$ cat src/sv/tdrr_pkg.sv
package tdrr_pkg;

  localparam int TASK_SLOTS_DEF = 8;
  localparam logic [15:0] LOAD_WINDOW_RST = 16'd1000;

  typedef enum logic [1:0] {
    ACT_CREATE = 2'd0,
    ACT_DELAY  = 2'd1,
    ACT_TICK   = 2'd2,
    ACT_YIELD  = 2'd3
  } action_t;

  typedef enum logic [0:0] {
    CFG_LOAD_WINDOW = 1'b0,
    CFG_HOLD        = 1'b1
  } cfg_idx_t;

  typedef enum logic [3:0] {
    ST_IDLE,
    ST_CREATE,
    ST_DLY_RM,
    ST_DLY_APP,
    ST_TICK_ACC,
    ST_REL_LOOK,
    ST_REL_RM,
    ST_REL_APP,
    ST_SCHED_START,
    ST_SCHED_WALK,
    ST_OUT
  } state_t;

  // controller -> datapath
  typedef struct packed {
    logic capture;
    logic create;
    logic dly_rm;
    logic dly_app;
    logic tick_acc;
    logic rel_look;
    logic rel_rm;
    logic rel_app;
    logic rel_adv;
    logic sched_start;
    logic sched_step;
    logic sched_commit;
    logic set_err;
  } dp_cmd_t;

  // datapath -> controller
  typedef struct packed {
    logic cur_none;
    logic cur_delayed;
    logic wait_zero;
    logic rel_more;
    logic rel_due;
    logic walk_stop;
  } dp_sts_t;

endpackage

$ cat src/sv/tdrr_if.sv
interface tdrr_in_if;
  logic        valid;
  logic        ready;
  logic [1:0]  action;
  logic [7:0]  priority_req;
  logic        is_idle_task;
  logic [31:0] wait_ticks;
  modport source (output valid, action, priority_req, is_idle_task, wait_ticks, input ready);
  modport sink   (input valid, action, priority_req, is_idle_task, wait_ticks, output ready);
endinterface

interface tdrr_out_if;
  logic        valid;
  logic        ready;
  logic [3:0]  current_task;
  logic [2:0]  new_slot;
  logic        create_ok;
  logic [3:0]  task_count;
  logic [31:0] tick_count;
  logic [15:0] last_idle_ticks;
  logic        error;
  modport source (output valid, current_task, new_slot, create_ok, task_count, tick_count,
                  last_idle_ticks, error, input ready);
  modport sink   (input valid, current_task, new_slot, create_ok, task_count, tick_count,
                  last_idle_ticks, error, output ready);
endinterface

$ cat src/sv/tdrr_ctrl.sv
module tdrr_ctrl
  import tdrr_pkg::*;
(
  input  logic          clk,
  input  logic          rst_n,
  input  logic          in_valid,
  output logic          in_ready,
  input  logic [1:0]    in_action,
  input  logic          hold,
  output logic          out_valid,
  input  logic          out_ready,
  output dp_cmd_t       cmd,
  input  dp_sts_t       sts
);

  state_t state_r, state_nxt;

  always_ff @(posedge clk) begin
    if (!rst_n) state_r <= ST_IDLE;
    else        state_r <= state_nxt;
  end

  always_comb begin
    state_nxt = state_r;
    cmd       = '0;
    in_ready  = 1'b0;
    out_valid = 1'b0;
    unique case (state_r)
      ST_IDLE: begin
        in_ready = 1'b1;
        if (in_valid) begin
          cmd.capture = 1'b1;
          unique case (action_t'(in_action))
            ACT_CREATE: state_nxt = ST_CREATE;
            ACT_DELAY:  state_nxt = ST_DLY_RM;
            ACT_TICK:   state_nxt = hold ? ST_OUT : ST_TICK_ACC;
            ACT_YIELD:  state_nxt = hold ? ST_OUT : ST_SCHED_START;
          endcase
        end
      end
      ST_CREATE: begin
        cmd.create = 1'b1;
        state_nxt  = ST_OUT;
      end
      ST_DLY_RM: begin
        if (sts.wait_zero) state_nxt = ST_OUT;
        else if (sts.cur_none) begin
          cmd.set_err = 1'b1;
          state_nxt   = ST_OUT;
        end else if (sts.cur_delayed) state_nxt = ST_OUT;
        else begin
          cmd.dly_rm = 1'b1;
          state_nxt  = ST_DLY_APP;
        end
      end
      ST_DLY_APP: begin
        cmd.dly_app = 1'b1;
        state_nxt   = hold ? ST_OUT : ST_SCHED_START;
      end
      ST_TICK_ACC: begin
        cmd.tick_acc = 1'b1;
        state_nxt    = ST_REL_LOOK;
      end
      ST_REL_LOOK: begin
        if (sts.rel_more) begin
          cmd.rel_look = 1'b1;
          state_nxt    = ST_REL_RM;
        end else state_nxt = ST_SCHED_START;
      end
      ST_REL_RM: begin
        if (sts.rel_due) begin
          cmd.rel_rm = 1'b1;
          state_nxt  = ST_REL_APP;
        end else begin
          cmd.rel_adv = 1'b1;
          state_nxt   = ST_REL_LOOK;
        end
      end
      ST_REL_APP: begin
        cmd.rel_app = 1'b1;
        cmd.rel_adv = 1'b1;
        state_nxt   = ST_REL_LOOK;
      end
      ST_SCHED_START: begin
        cmd.sched_start = 1'b1;
        state_nxt       = ST_SCHED_WALK;
      end
      ST_SCHED_WALK: begin
        if (sts.walk_stop) begin
          cmd.sched_commit = 1'b1;
          state_nxt        = ST_OUT;
        end else cmd.sched_step = 1'b1;
      end
      ST_OUT: begin
        out_valid = 1'b1;
        if (out_ready) state_nxt = ST_IDLE;
      end
      default: state_nxt = ST_IDLE;
    endcase
  end

  a_out_only_in_out: assert property (@(posedge clk) disable iff (!rst_n)
    out_valid |-> state_r == ST_OUT) else $error("out_valid outside output state");
  a_no_accept_busy: assert property (@(posedge clk) disable iff (!rst_n)
    in_ready |-> !out_valid) else $error("accept while result pending");
  a_capture_on_accept: assert property (@(posedge clk) disable iff (!rst_n)
    cmd.capture |-> in_valid && in_ready) else $error("capture without accept");

endmodule

$ cat src/sv/tdrr_dp.sv
module tdrr_dp
  import tdrr_pkg::*;
#(
  parameter int TASK_SLOTS = TASK_SLOTS_DEF,
  parameter int IW = $clog2(TASK_SLOTS),
  parameter int PW = IW + 1
)(
  input  logic            clk,
  input  logic            rst_n,
  input  logic [15:0]     load_window,
  input  logic [7:0]      in_priority,
  input  logic            in_idle,
  input  logic [31:0]     in_wait,
  input  dp_cmd_t         cmd,
  output dp_sts_t         sts,
  output logic [PW-1:0]   current_task,
  output logic [IW-1:0]   new_slot,
  output logic            create_ok,
  output logic [PW-1:0]   task_count,
  output logic [31:0]     tick_count,
  output logic [15:0]     last_idle_ticks,
  output logic            error
);

  localparam logic [PW-1:0] NIL = PW'(TASK_SLOTS);

  logic [TASK_SLOTS-1:0] used_r, indly_r;
  logic [7:0]    prio_r [TASK_SLOTS];
  logic [31:0]   rel_r  [TASK_SLOTS];
  logic [PW-1:0] next_r [TASK_SLOTS];
  logic [PW-1:0] prev_r [TASK_SLOTS];
  logic [PW-1:0] rhead_r, rtail_r, dhead_r, dtail_r, cur_r, idle_r;
  logic [31:0]   ticks_r;
  logic [15:0]   win_r, icnt_r, ilast_r;
  logic [PW-1:0] cnt_r;
  logic [7:0]    prio_q;
  logic          idle_q;
  logic [31:0]   wait_q;
  logic [IW-1:0] nslot_r;
  logic          ok_r, err_r;
  logic [PW-1:0] walk_r, rnext_r;
  logic [PW-1:0] steps_r;
  logic [7:0]    cprio_r;

  // lowest free slot
  logic [IW-1:0] free_idx;
  logic          free_ok;
  always_comb begin
    free_idx = '0;
    free_ok  = 1'b0;
    for (int i = TASK_SLOTS - 1; i >= 0; i--) begin
      if (!used_r[i]) begin
        free_idx = IW'(i);
        free_ok  = 1'b1;
      end
    end
  end

  logic [IW-1:0] cur_i, walk_i;
  assign cur_i  = cur_r[IW-1:0];
  assign walk_i = walk_r[IW-1:0];

  // select the slot to unlink from and append to a list (head/tail passed via select)
  logic          rm_on, rm_dly, app_on, app_dly;
  logic [IW-1:0] rm_s, app_s;
  logic [PW-1:0] rm_p, rm_n, app_tail;
  always_comb begin
    rm_on   = cmd.dly_rm | cmd.rel_rm;
    rm_dly  = cmd.rel_rm;
    rm_s    = cmd.rel_rm ? walk_i : cur_i;
    rm_p    = prev_r[rm_s];
    rm_n    = next_r[rm_s];
    app_on  = cmd.create | cmd.dly_app | cmd.rel_app;
    app_dly = cmd.dly_app;
    app_s   = cmd.create ? free_idx : (cmd.rel_app ? walk_i : cur_i);
    app_tail = app_dly ? dtail_r : rtail_r;
  end

  assign sts.cur_none    = (cur_r == NIL);
  assign sts.cur_delayed = (cur_r != NIL) && indly_r[cur_i];
  assign sts.wait_zero   = (wait_q == '0);
  assign sts.rel_more    = (walk_r != NIL) && (steps_r < PW'(TASK_SLOTS));
  assign sts.rel_due     = (ticks_r >= rel_r[walk_i]);
  assign sts.walk_stop   = (walk_r == NIL) || (steps_r >= PW'(TASK_SLOTS)) ||
                           !(cprio_r > prio_r[walk_i]);

  always_ff @(posedge clk) begin
    if (!rst_n) begin
      used_r  <= '0;
      indly_r <= '0;
      rhead_r <= NIL; rtail_r <= NIL; dhead_r <= NIL; dtail_r <= NIL;
      cur_r   <= NIL; idle_r  <= NIL;
      ticks_r <= '0; win_r <= '0; icnt_r <= '0; ilast_r <= '0; cnt_r <= '0;
      ok_r <= 1'b0; err_r <= 1'b0; nslot_r <= '0;
    end else begin
      if (cmd.capture) begin
        ok_r <= 1'b0; err_r <= 1'b0; nslot_r <= '0;
      end
      if (cmd.set_err) err_r <= 1'b1;
      if (cmd.create && free_ok) begin
        used_r[free_idx]  <= 1'b1;
        indly_r[free_idx] <= 1'b0;
        prio_r[free_idx]  <= prio_q;
        cnt_r <= cnt_r + 1'b1;
        if (cur_r == NIL) cur_r <= PW'(free_idx);
        if (idle_q) idle_r <= PW'(free_idx);
        nslot_r <= free_idx;
        ok_r    <= 1'b1;
      end
      if (rm_on) begin
        if (rm_p != NIL) next_r[rm_p[IW-1:0]] <= rm_n;
        else if (rm_dly) dhead_r <= rm_n;
        else rhead_r <= rm_n;
        if (rm_n != NIL) prev_r[rm_n[IW-1:0]] <= rm_p;
        else if (rm_dly) dtail_r <= rm_p;
        else rtail_r <= rm_p;
      end
      if (app_on && !(cmd.create && !free_ok)) begin
        if (app_tail != NIL) next_r[app_tail[IW-1:0]] <= PW'(app_s);
        else if (app_dly) dhead_r <= PW'(app_s);
        else rhead_r <= PW'(app_s);
        prev_r[app_s] <= app_tail;
        next_r[app_s] <= NIL;
        if (app_dly) dtail_r <= PW'(app_s);
        else rtail_r <= PW'(app_s);
      end
      if (cmd.dly_rm) rel_r[cur_i] <= ticks_r + wait_q;
      if (cmd.dly_app) indly_r[cur_i] <= 1'b1;
      if (cmd.rel_rm) indly_r[walk_i] <= 1'b0;
      if (cmd.tick_acc) begin
        if (win_r >= load_window) begin
          win_r   <= '0;
          ilast_r <= (cur_r == idle_r) ? icnt_r + 1'b1 : icnt_r;
          icnt_r  <= '0;
        end else begin
          win_r <= win_r + 1'b1;
          if (cur_r == idle_r) icnt_r <= icnt_r + 1'b1;
        end
        ticks_r <= ticks_r + 1'b1;
        walk_r  <= dhead_r;
        steps_r <= '0;
      end
      if (cmd.rel_look) rnext_r <= next_r[walk_i];
      if (cmd.rel_adv) begin
        walk_r  <= rnext_r;
        steps_r <= steps_r + 1'b1;
      end
      if (cmd.sched_start) begin
        steps_r <= '0;
        if (cur_r != NIL && !indly_r[cur_i]) begin
          walk_r  <= next_r[cur_i];
          cprio_r <= prio_r[cur_i];
        end else walk_r <= NIL;
      end
      if (cmd.sched_step) begin
        walk_r  <= next_r[walk_i];
        steps_r <= steps_r + 1'b1;
      end
      if (cmd.sched_commit) cur_r <= (walk_r != NIL) ? walk_r : rhead_r;
    end
  end

  always_ff @(posedge clk) begin
    if (cmd.capture) begin
      prio_q <= in_priority;
      idle_q <= in_idle;
      wait_q <= in_wait;
    end
  end

  assign current_task    = cur_r;
  assign new_slot        = nslot_r;
  assign create_ok       = ok_r;
  assign task_count      = cnt_r;
  assign tick_count      = ticks_r;
  assign last_idle_ticks = ilast_r;
  assign error           = err_r;

  a_cnt_range: assert property (@(posedge clk) disable iff (!rst_n)
    cnt_r <= PW'(TASK_SLOTS)) else $error("task count overflow");
  a_cnt_match: assert property (@(posedge clk) disable iff (!rst_n)
    PW'($countones(used_r)) == cnt_r) else $error("count mismatch");
  a_ok_err: assert property (@(posedge clk) disable iff (!rst_n)
    !(ok_r && err_r)) else $error("create ok with error");

endmodule

$ cat src/sv/tick_delay_round_robin_scheduler_top.sv
// Flow: create goes through the create state to the result; yield runs the schedule walk;
//   tick releases due delayed slots, then schedules; hold sends both straight to the result.
// Throughput: one item at a time; the schedule walk steps one slot per cycle.
// Reset: synchronous active-low rst_n empties both lists, clears counters, sets
//   load window 1000 and hold 0; slot tables are undefined until written.
module tick_delay_round_robin_scheduler_top
  import tdrr_pkg::*;
#(
  parameter int TASK_SLOTS = TASK_SLOTS_DEF
)(
  input  logic         clk,
  input  logic         rst_n,
  tdrr_in_if.sink      in_ch,
  tdrr_out_if.source   out_ch,
  input  logic         cfg_we,
  input  logic [0:0]   cfg_index,
  input  logic [15:0]  cfg_data
);

  localparam int IW = $clog2(TASK_SLOTS);
  localparam int PW = IW + 1;

  logic [15:0] load_window_r;
  logic        hold_r;

  // config registers
  always_ff @(posedge clk) begin
    if (!rst_n) begin
      load_window_r <= LOAD_WINDOW_RST;
      hold_r        <= 1'b0;
    end else if (cfg_we) begin
      unique case (cfg_idx_t'(cfg_index))
        CFG_LOAD_WINDOW: load_window_r <= cfg_data;
        CFG_HOLD:        hold_r        <= cfg_data[0];
      endcase
    end
  end

  dp_cmd_t cmd;
  dp_sts_t sts;
  logic [PW-1:0] cur_w, cnt_w;
  logic [IW-1:0] nslot_w;

  tdrr_ctrl u_ctrl (
    .clk, .rst_n,
    .in_valid (in_ch.valid),
    .in_ready (in_ch.ready),
    .in_action(in_ch.action),
    .hold     (hold_r),
    .out_valid(out_ch.valid),
    .out_ready(out_ch.ready),
    .cmd, .sts
  );

  tdrr_dp #(.TASK_SLOTS(TASK_SLOTS)) u_dp (
    .clk, .rst_n,
    .load_window    (load_window_r),
    .in_priority    (in_ch.priority_req),
    .in_idle        (in_ch.is_idle_task),
    .in_wait        (in_ch.wait_ticks),
    .cmd, .sts,
    .current_task   (cur_w),
    .new_slot       (nslot_w),
    .create_ok      (out_ch.create_ok),
    .task_count     (cnt_w),
    .tick_count     (out_ch.tick_count),
    .last_idle_ticks(out_ch.last_idle_ticks),
    .error          (out_ch.error)
  );

  assign out_ch.current_task = 4'(cur_w);
  assign out_ch.task_count   = 4'(cnt_w);
  assign out_ch.new_slot     = 3'(nslot_w);

endmodule
$ cat src/flat_wrapper.sv
// flat-port wrapper written by rule: the top's interface ports become plain ports
module tick_delay_round_robin_scheduler_top_flat import tdrr_pkg::*;
#(
  parameter int TASK_SLOTS = TASK_SLOTS_DEF
)
  (clk, rst_n, cfg_we, cfg_index, cfg_data, in_ch_valid, in_ch_action, in_ch_priority_req, in_ch_is_idle_task, in_ch_wait_ticks, in_ch_ready, out_ch_valid, out_ch_current_task, out_ch_new_slot, out_ch_create_ok, out_ch_task_count, out_ch_tick_count, out_ch_last_idle_ticks, out_ch_error, out_ch_ready);
  tdrr_in_if in_ch_i ();
  tdrr_out_if out_ch_i ();
  input  logic clk;
  input  logic rst_n;
  input  logic cfg_we;
  input  logic [0:0] cfg_index;
  input  logic [15:0] cfg_data;
  input wire logic [$bits(in_ch_i.valid)-1:0] in_ch_valid;
  input wire logic [$bits(in_ch_i.action)-1:0] in_ch_action;
  input wire logic [$bits(in_ch_i.priority_req)-1:0] in_ch_priority_req;
  input wire logic [$bits(in_ch_i.is_idle_task)-1:0] in_ch_is_idle_task;
  input wire logic [$bits(in_ch_i.wait_ticks)-1:0] in_ch_wait_ticks;
  output wire logic [$bits(in_ch_i.ready)-1:0] in_ch_ready;
  output wire logic [$bits(out_ch_i.valid)-1:0] out_ch_valid;
  output wire logic [$bits(out_ch_i.current_task)-1:0] out_ch_current_task;
  output wire logic [$bits(out_ch_i.new_slot)-1:0] out_ch_new_slot;
  output wire logic [$bits(out_ch_i.create_ok)-1:0] out_ch_create_ok;
  output wire logic [$bits(out_ch_i.task_count)-1:0] out_ch_task_count;
  output wire logic [$bits(out_ch_i.tick_count)-1:0] out_ch_tick_count;
  output wire logic [$bits(out_ch_i.last_idle_ticks)-1:0] out_ch_last_idle_ticks;
  output wire logic [$bits(out_ch_i.error)-1:0] out_ch_error;
  input wire logic [$bits(out_ch_i.ready)-1:0] out_ch_ready;
  assign in_ch_i.valid = in_ch_valid;
  assign in_ch_i.action = in_ch_action;
  assign in_ch_i.priority_req = in_ch_priority_req;
  assign in_ch_i.is_idle_task = in_ch_is_idle_task;
  assign in_ch_i.wait_ticks = in_ch_wait_ticks;
  assign in_ch_ready = in_ch_i.ready;
  assign out_ch_valid = out_ch_i.valid;
  assign out_ch_current_task = out_ch_i.current_task;
  assign out_ch_new_slot = out_ch_i.new_slot;
  assign out_ch_create_ok = out_ch_i.create_ok;
  assign out_ch_task_count = out_ch_i.task_count;
  assign out_ch_tick_count = out_ch_i.tick_count;
  assign out_ch_last_idle_ticks = out_ch_i.last_idle_ticks;
  assign out_ch_error = out_ch_i.error;
  assign out_ch_i.ready = out_ch_ready;
  tick_delay_round_robin_scheduler_top #(.TASK_SLOTS(TASK_SLOTS)) u_core (.clk(clk), .rst_n(rst_n), .in_ch(in_ch_i), .out_ch(out_ch_i), .cfg_we(cfg_we), .cfg_index(cfg_index), .cfg_data(cfg_data));
endmodule
$ cat config.mk
export PLATFORM = sky130hd
export DESIGN_NAME = tick_delay_round_robin_scheduler_top_flat
export DESIGN_NICKNAME = d
export VERILOG_FILES = /design/src/sv/tdrr_pkg.sv /design/src/sv/tdrr_if.sv /design/src/sv/tdrr_ctrl.sv /design/src/sv/tdrr_dp.sv /design/src/sv/tick_delay_round_robin_scheduler_top.sv /design/src/flat_wrapper.sv
export SDC_FILE = /design/constraint.sdc
export NUM_CORES = 1
export LEC_CHECK = 0
export BUFFER_PORTS_ARGS = -buffer_cell sky130_fd_sc_hd__buf_2
export CAP_MARGIN = 20
export CELL_PAD_IN_SITES_DETAIL_PLACEMENT = 1
export CELL_PAD_IN_SITES_GLOBAL_PLACEMENT = 2
export CORE_MARGIN = 2
export CORE_UTILIZATION = 44
export DETAILED_ROUTE_END_ITERATION = 8
export GPL_TIMING_DRIVEN = 0
export PLACE_DENSITY_LB_ADDON = 0.25
export SETUP_SLACK_MARGIN = 0.05
export SLEW_MARGIN = 20
export SYNTH_ARGS = -nofsm -noshare
export SYNTH_HDL_FRONTEND = slang
export SYNTH_HIERARCHICAL = 1
export SYNTH_SLANG_ARGS = --single-unit
$ cat constraint.sdc
create_clock -name clk -period 8.35 [get_ports clk]
set_clock_uncertainty 0.15 [all_clocks]
set_input_delay 0 -clock clk [delete_from_list [all_inputs] [get_ports clk]]
set_output_delay 0 -clock clk [all_outputs]
set_load 0.02 [all_outputs]
Yosys cells after proc, flatten, opt, wreduce, memory -nomap -nowiden

Memory sizes are Yosys's and may differ from the RTL's. A register that Yosys moved wholly into a read port is not among the register bits.
Cells that the tools add are included.

Register bits after elaboration: 203
ROM bits: 0
Bits in writable memories: 384
Logic and storage cells: 260
Input bits: 65
Output and inout bits: 63
Latch bits: 0
Memories kept: 4

Reduce and logical (&&, ||, !) cells: 35
Add/subtract/negate cells: 6
$mul: 0
Muxes and demuxes: 145
Shift operators: 0
Divide/modulo/power cells: 0
$lt $le $gt $ge: 11
Equal/unequal tests: 24
Bitwise operators: 10

Memories:

| name               | depth | bits a word | rd ports | clocked after Yosys merged registers in | wr ports | RTL line      | source |
|---|---|---|---|---|---|---|---|
| u_core.u_dp.rel_r  | 8     | 32          | 1        | 1                                       | 1        | tdrr_dp.sv:29 | `logic [31:0] rel_r [TASK_SLOTS];` |
| u_core.u_dp.prio_r | 8     | 8           | 2        | 2                                       | 1        | tdrr_dp.sv:28 | `logic [7:0] prio_r [TASK_SLOTS];` |
| u_core.u_dp.next_r | 8     | 4           | 3        | 2                                       | 2        | tdrr_dp.sv:30 | `logic [PW-1:0] next_r [TASK_SLOTS];` |
| u_core.u_dp.prev_r | 8     | 4           | 1        | 0                                       | 1        | tdrr_dp.sv:31 | `logic [PW-1:0] prev_r [TASK_SLOTS];` |

Operator list:

| kind                    | number |
|---|---|
| $mux W4                 | 46 |
| $mux W1                 | 61 |
| $mux W3                 | 20 |
| $mux W16                | 3 |
| $mux W8                 | 5 |
| $pmux W4 S10            | 1 |
| $add A16 B1 Y16 const B | 2 |
| $add A32 B1 Y32 const B | 1 |
| $add A32 B32 Y32        | 1 |
| $ge A32 B32 Y1          | 1 |
| $logic_not A32 Y1       | 1 |
| $eq A4 B4 Y1 const B    | 5 |
| $ne A4 B4 Y1 const B    | 5 |
| $and A8 B8 Y8           | 2 |
| $eq A4 B3 Y1 const B    | 4 |
| $ge A16 B16 Y1          | 1 |
| $not A8 Y8              | 2 |
| $or A8 B8 Y8            | 2 |
| $pmux W4 S4             | 1 |
| $reduce_and A2 Y1       | 7 |
| $lt A3 B4 Y1 const B    | 3 |
| $demux W1 S3            | 3 |
| $ge A3 B1 Y1 const B    | 3 |
| $logic_and A1 B1 Y1     | 9 |
| other kinds (25)        | 42 |

Logic depth before layout (Yosys ltp)

Depth in word-level cells: 21
Depth in mapped cells: 28
Gate-level depth less buffers: 22

Hierarchy

Netlist, hierarchy kept.

By module, submodules not included:

| module                               | seq. area each (µm²) | area each (µm²) | instances | cells an instance |
|---|---|---|---|---|
| tdrr_dp                              | 15745.1              | 27739.1         | 1         | 2152 |
| tick_delay_round_robin_scheduler_top | 340.3                | 735.7           | 1         | 75 |
| tdrr_ctrl                            | 80.1                 | 581.8           | 1         | 75 |

Worst setup path before layout

Ideal clock, no wire load.

Kind: register to register
Start point: reg with a tool-made name
End point: mem u_core/u_dp/next_r[0][2] (netlist bit)
Path slack: 1831 ps
Required time: 8074 ps
Stages on the path, launching flop included: 29
Period minus slack after synthesis: 6519 ps
Setup time: 126 ps
Buffers on the path: 6
Arrival: 6243 ps
Cell sequence: dfxtp_1 > clkbuf_1 > buf_1 > buf_1 > mux4_2 > mux2_2 > ha_1 > nand2b_1 > a21o_1 > a21o_1 > a21oi_1 > nor2b_1 > o21ai_0 > a21oi_1 > a211oi_1 > nor2_1 > nor4b_2 > buf_6 > mux2i_4 > buf_4 > mux2i_1 > o22ai_1 > a21oi_2 > nand2_1 > or3_1 > buf_2 > mux2_1 > mux2i_1 > nor2_1

RTL lines:

| what          | RTL line |
|---|---|
| end, declared | tdrr_dp.sv:30 |

==> results.cfg <==
[run_status]
status = completed

[synth]
yosys.area_share.simple = 0.106
yosysWarnings = 6
synth_ff_type = edfxtp_1
syn_area_mm2 = 0.0291
synth_area_leaders = edfxtp_1 43%, dfxtp_1 13%, mux4_2 7.9%, mux2i_1 5.7%, ha_1 4.0%
synthCells = 2302
ys_seq_elements = 601
synth_fp_nets = 2461
syn_avg_cell_area_um2 = 12.6
muxShareOfSynthArea = 0.151
yosys.area.top_type = edfxtp_1
netlist-cell-type-count = 88
synth_edf_count = 413
synth-compound-area-share = 0.0904
synth_top_area_share = 0.427
synth_fa_ha_area_frac = 0.0407
yosysSeqAreaShare = 0.556
synth_top_family_by_area = multiplexers
synthArstFlopShare = 0
synth_xor_xnor_area_share = 0.0283

[route]
drt-initial-drc-count = 1480
vias = 21000
routedWlPerCell_um = 25.6
viasPerCell = 5.85
drt-total-wl_um = 92000
post-route-drc-count = 0
dr.pass1.iters = 5
ant_nets = 0

[grt]
grt_max_degree = 41
grt_usage = 0.271
grt_pass1_vias = 22200
overflow = 0
antenna_found_initial = 0
grt_pass1_wl_um = 139000

[critical_path]
setup.worst_path.end_class = flop
reg2regPathDepth = 28
crit_path_frequent_cell = mux2i_1
critPathMaxFanout = 10
slowest_stage = clkbuf_2
max_stage_delay_ns = 0.51
critPathKind = flop to flop
cp-endpoint = u_core/u_dp/next_r[0][2]
startpoint_type = flop
cp.required_ns = 8.67
rrSetupSlack_ns = 0.45
worstReg2RegEnd = u_core/u_dp/next_r[0][2]
critPathArrivalTime_ns = 8.21

[clocking]
clock-sinks = 601
clk_latency_ns = 0.62
clkSlewWorstSetupHoldPaths_ns = 0.06
cts_root_buffer = clkbuf_16
clk_path_buf_depth = 3
cts_made_buffers = 70
htree_levels = 3
cts_tree = done

[final_layout]
design_area_mm2 = 0.0350
nNetsFinal = 2832
drive_above_1_share = 0.179
fin_util = 0.534
area_growth_pct = 20.6

[timing]
finalCriticalPeriod_ns = 7.90
finalWorstSetupSlack_ns = 0.453
rsz0062_at_grt = no
finalSetupViolCount = 0
fin_crit_sh = 0.946
slew_viol_final = 0
final_hold_viol_count = 0
worstMarginPinSlew_ns = 1.18
slew_headroom = 0.208
fmax_mhz = 127

[floorplan]
row_count = 94
core-area_mm2 = 0.0656
die_h_um = 261
die_w_um = 261
pin_count = 128
initial_utilization = 0.443
dieArea_mm2 = 0.0681

[pwr]
leakagePower_nw = 13.2
pwr-share-seq = 0.404
comb_power_share = 0.255
pwr_density_cell_mw_per_mm2 = 260
intPower_mw = 6.23
peakVddDrop_mv = 0.190
p_sw_frac = 0.315
p_switching_mw = 2.86
pwr-share-clk = 0.340

[placement]
dpl.hpwl_um = 64900
port_buffers = 126
place_area_mm2 = 0.0312
place.gp.congestion = 0.872
preCtsSetupSlack_ns = -1.18

[min_path]
min_from = cfg_we
hold_class = input port to flop

[job]
cap_violations = 0
cell type report:
cell class	count	area (µm²)
Antenna cell	1	2.50
Buffer	118	579
Clock buffer	89	1850
Clock inverter	37	447
Fill cell	6693	30600
Inverter	64	240
Multi-Input combinational cell	1518	12200
Sequential cell	601	16200
Tap cell	864	1080
Timing Repair Buffer	300	2430
flip-flops by register name, summed over array words and instances, names as in the netlist, 16 cells and up, named ones only:
signal / flops
u_core/u_dp/prev_r: 32
u_core/u_dp/last_idle_ticks: 16
u_core/load_window_r: 16
u_core/u_dp/next_r: 32
u_core/u_dp/rel_r: 256
u_core/u_dp/win_r: 16
u_core/u_dp/prio_r: 64
u_core/u_dp/wait_q: 32
u_core/u_dp/tick_count: 32
u_core/u_dp/icnt_r: 16
cells in the mapped netlist (5+ instances only):
library cell and instances:
a22oi_1 8, a21o_1 36, a31oi_1 9, mux2_2 34, o22ai_1 15, dfxtp_1 188, nor4_1 15, nand2_1 160
edfxtp_1 413, xnor2_1 40, nand3_1 53, o31a_1 7, nand4_1 28, nand4b_1 8, o31ai_1 8, and4_1 5
inv_1 63, buf_1 18, nand2b_1 24, nor2b_1 17, o21ai_0 71, mux4_2 102, a31o_2 5, or3_1 14
and2_1 18, a221o_1 8, nor2_1 190, a21oi_1 112, o21ai_1 9, clkbuf_1 81, o21a_1 8, o211ai_1 13
and3_1 33, nand3b_1 6, buf_6 8, buf_2 8, a211oi_1 32, a221oi_1 6, nor3_1 25, xor2_1 54
mux2i_1 166, ha_1 93
worst max-delay path: cells and delay by family, from the launching register on:
kind / cells / cell delay, ns
AOI/OAI and AO/OA: 6 / 1.07
adders and majority gates: 1 / 0.25
buffers and inverters: 6 / 1.98
DFF: 1 / 0.30
muxes: 6 / 1.78
and+or+nand+nor: 9 / 2.18
per-stage QoR:
stage	std cells	TNS, ns	hold WS (ns)	power, mW
global route	3591	0	0.195	9.46
floorplan	2302	0	-0.0511	5.14
CTS	3586	0	0.107	9.14
detailed placement	3320	-87.03	0.0283	5.96
finish	3592	0	0.192	9.09
global placement	3292	-122.43	0.0268	5.86
power groups by stage:
stage	Combinational [mW]	Clock, mW	Sequential, mW
floorplan	1.47	0	3.67
global placement	2.13	0	3.73
detailed placement	2.23	0	3.73
CTS	2.31	3.16	3.68
global route	2.50	3.26	3.70
finish	2.32	3.09	3.68
cells in the final DEF (no fill, tap or decap), types with 34 or more instances in the layout:
| master | count |
|---|---|
| buf_2 | 138 |
| mux2i_1 | 166 |
| ha_1 | 93 |
| mux4_2 | 102 |
| nand2_1 | 160 |
| a21oi_1 | 111 |
| dlygate4sd3_1 | 138 |
| mux2_2 | 34 |
| dfxtp_1 | 188 |
| a21o_1 | 36 |
| o21ai_0 | 67 |
| clkbuf_1 | 87 |
| inv_1 | 63 |
| nand3_1 | 53 |
| xnor2_1 | 40 |
| nor2_1 | 186 |
| clkbuf_16 | 71 |
| xor2_1 | 54 |
| edfxtp_1 | 413 |
worst min-delay path by stage:
stage	end	slack (ns)	cells past startpoint
after global placement	u_core/u_dp/wait_q[27]	0.03	1
after CTS	u_core/hold_r	0.11	4
after floorplan	u_core/u_dp/idle_q	-0.05	0
after global routing	u_core/u_dp/idle_q	0.20	3
final	u_core/hold_r	0.19	4
after detailed placement	u_core/u_dp/wait_q[9]	0.03	1
kinds of logic (layout without fill, tap and decap cells):
group	Yosys count	in the layout
adder cells (fa/ha/maj)	94	94
flip-flops	601	601
AND/OR/NAND/NOR	626	626
buffers and inverters	183	608
other	0	1
XOR/XNOR	94	94
AO/OA/AOI/OAI	399	399
multiplexers	305	305
routing by layer:
layer  global-route usage  part of all wire
met1                0.354              0.43
met2                0.472              0.50
met3               0.0294             0.039
met4               0.0915             0.031
met5                    0                 0
repair_timing:
item	4_1_cts	5_1_grt
gates resized for setup	37	8
gates cloned	0	0
endpoints found under the setup margin	112	41
setup buffers	3	4
hold buffers	138	0
hold endpoints to repair	108	0
No activity file was read; power rests on OpenSTA's default activity.
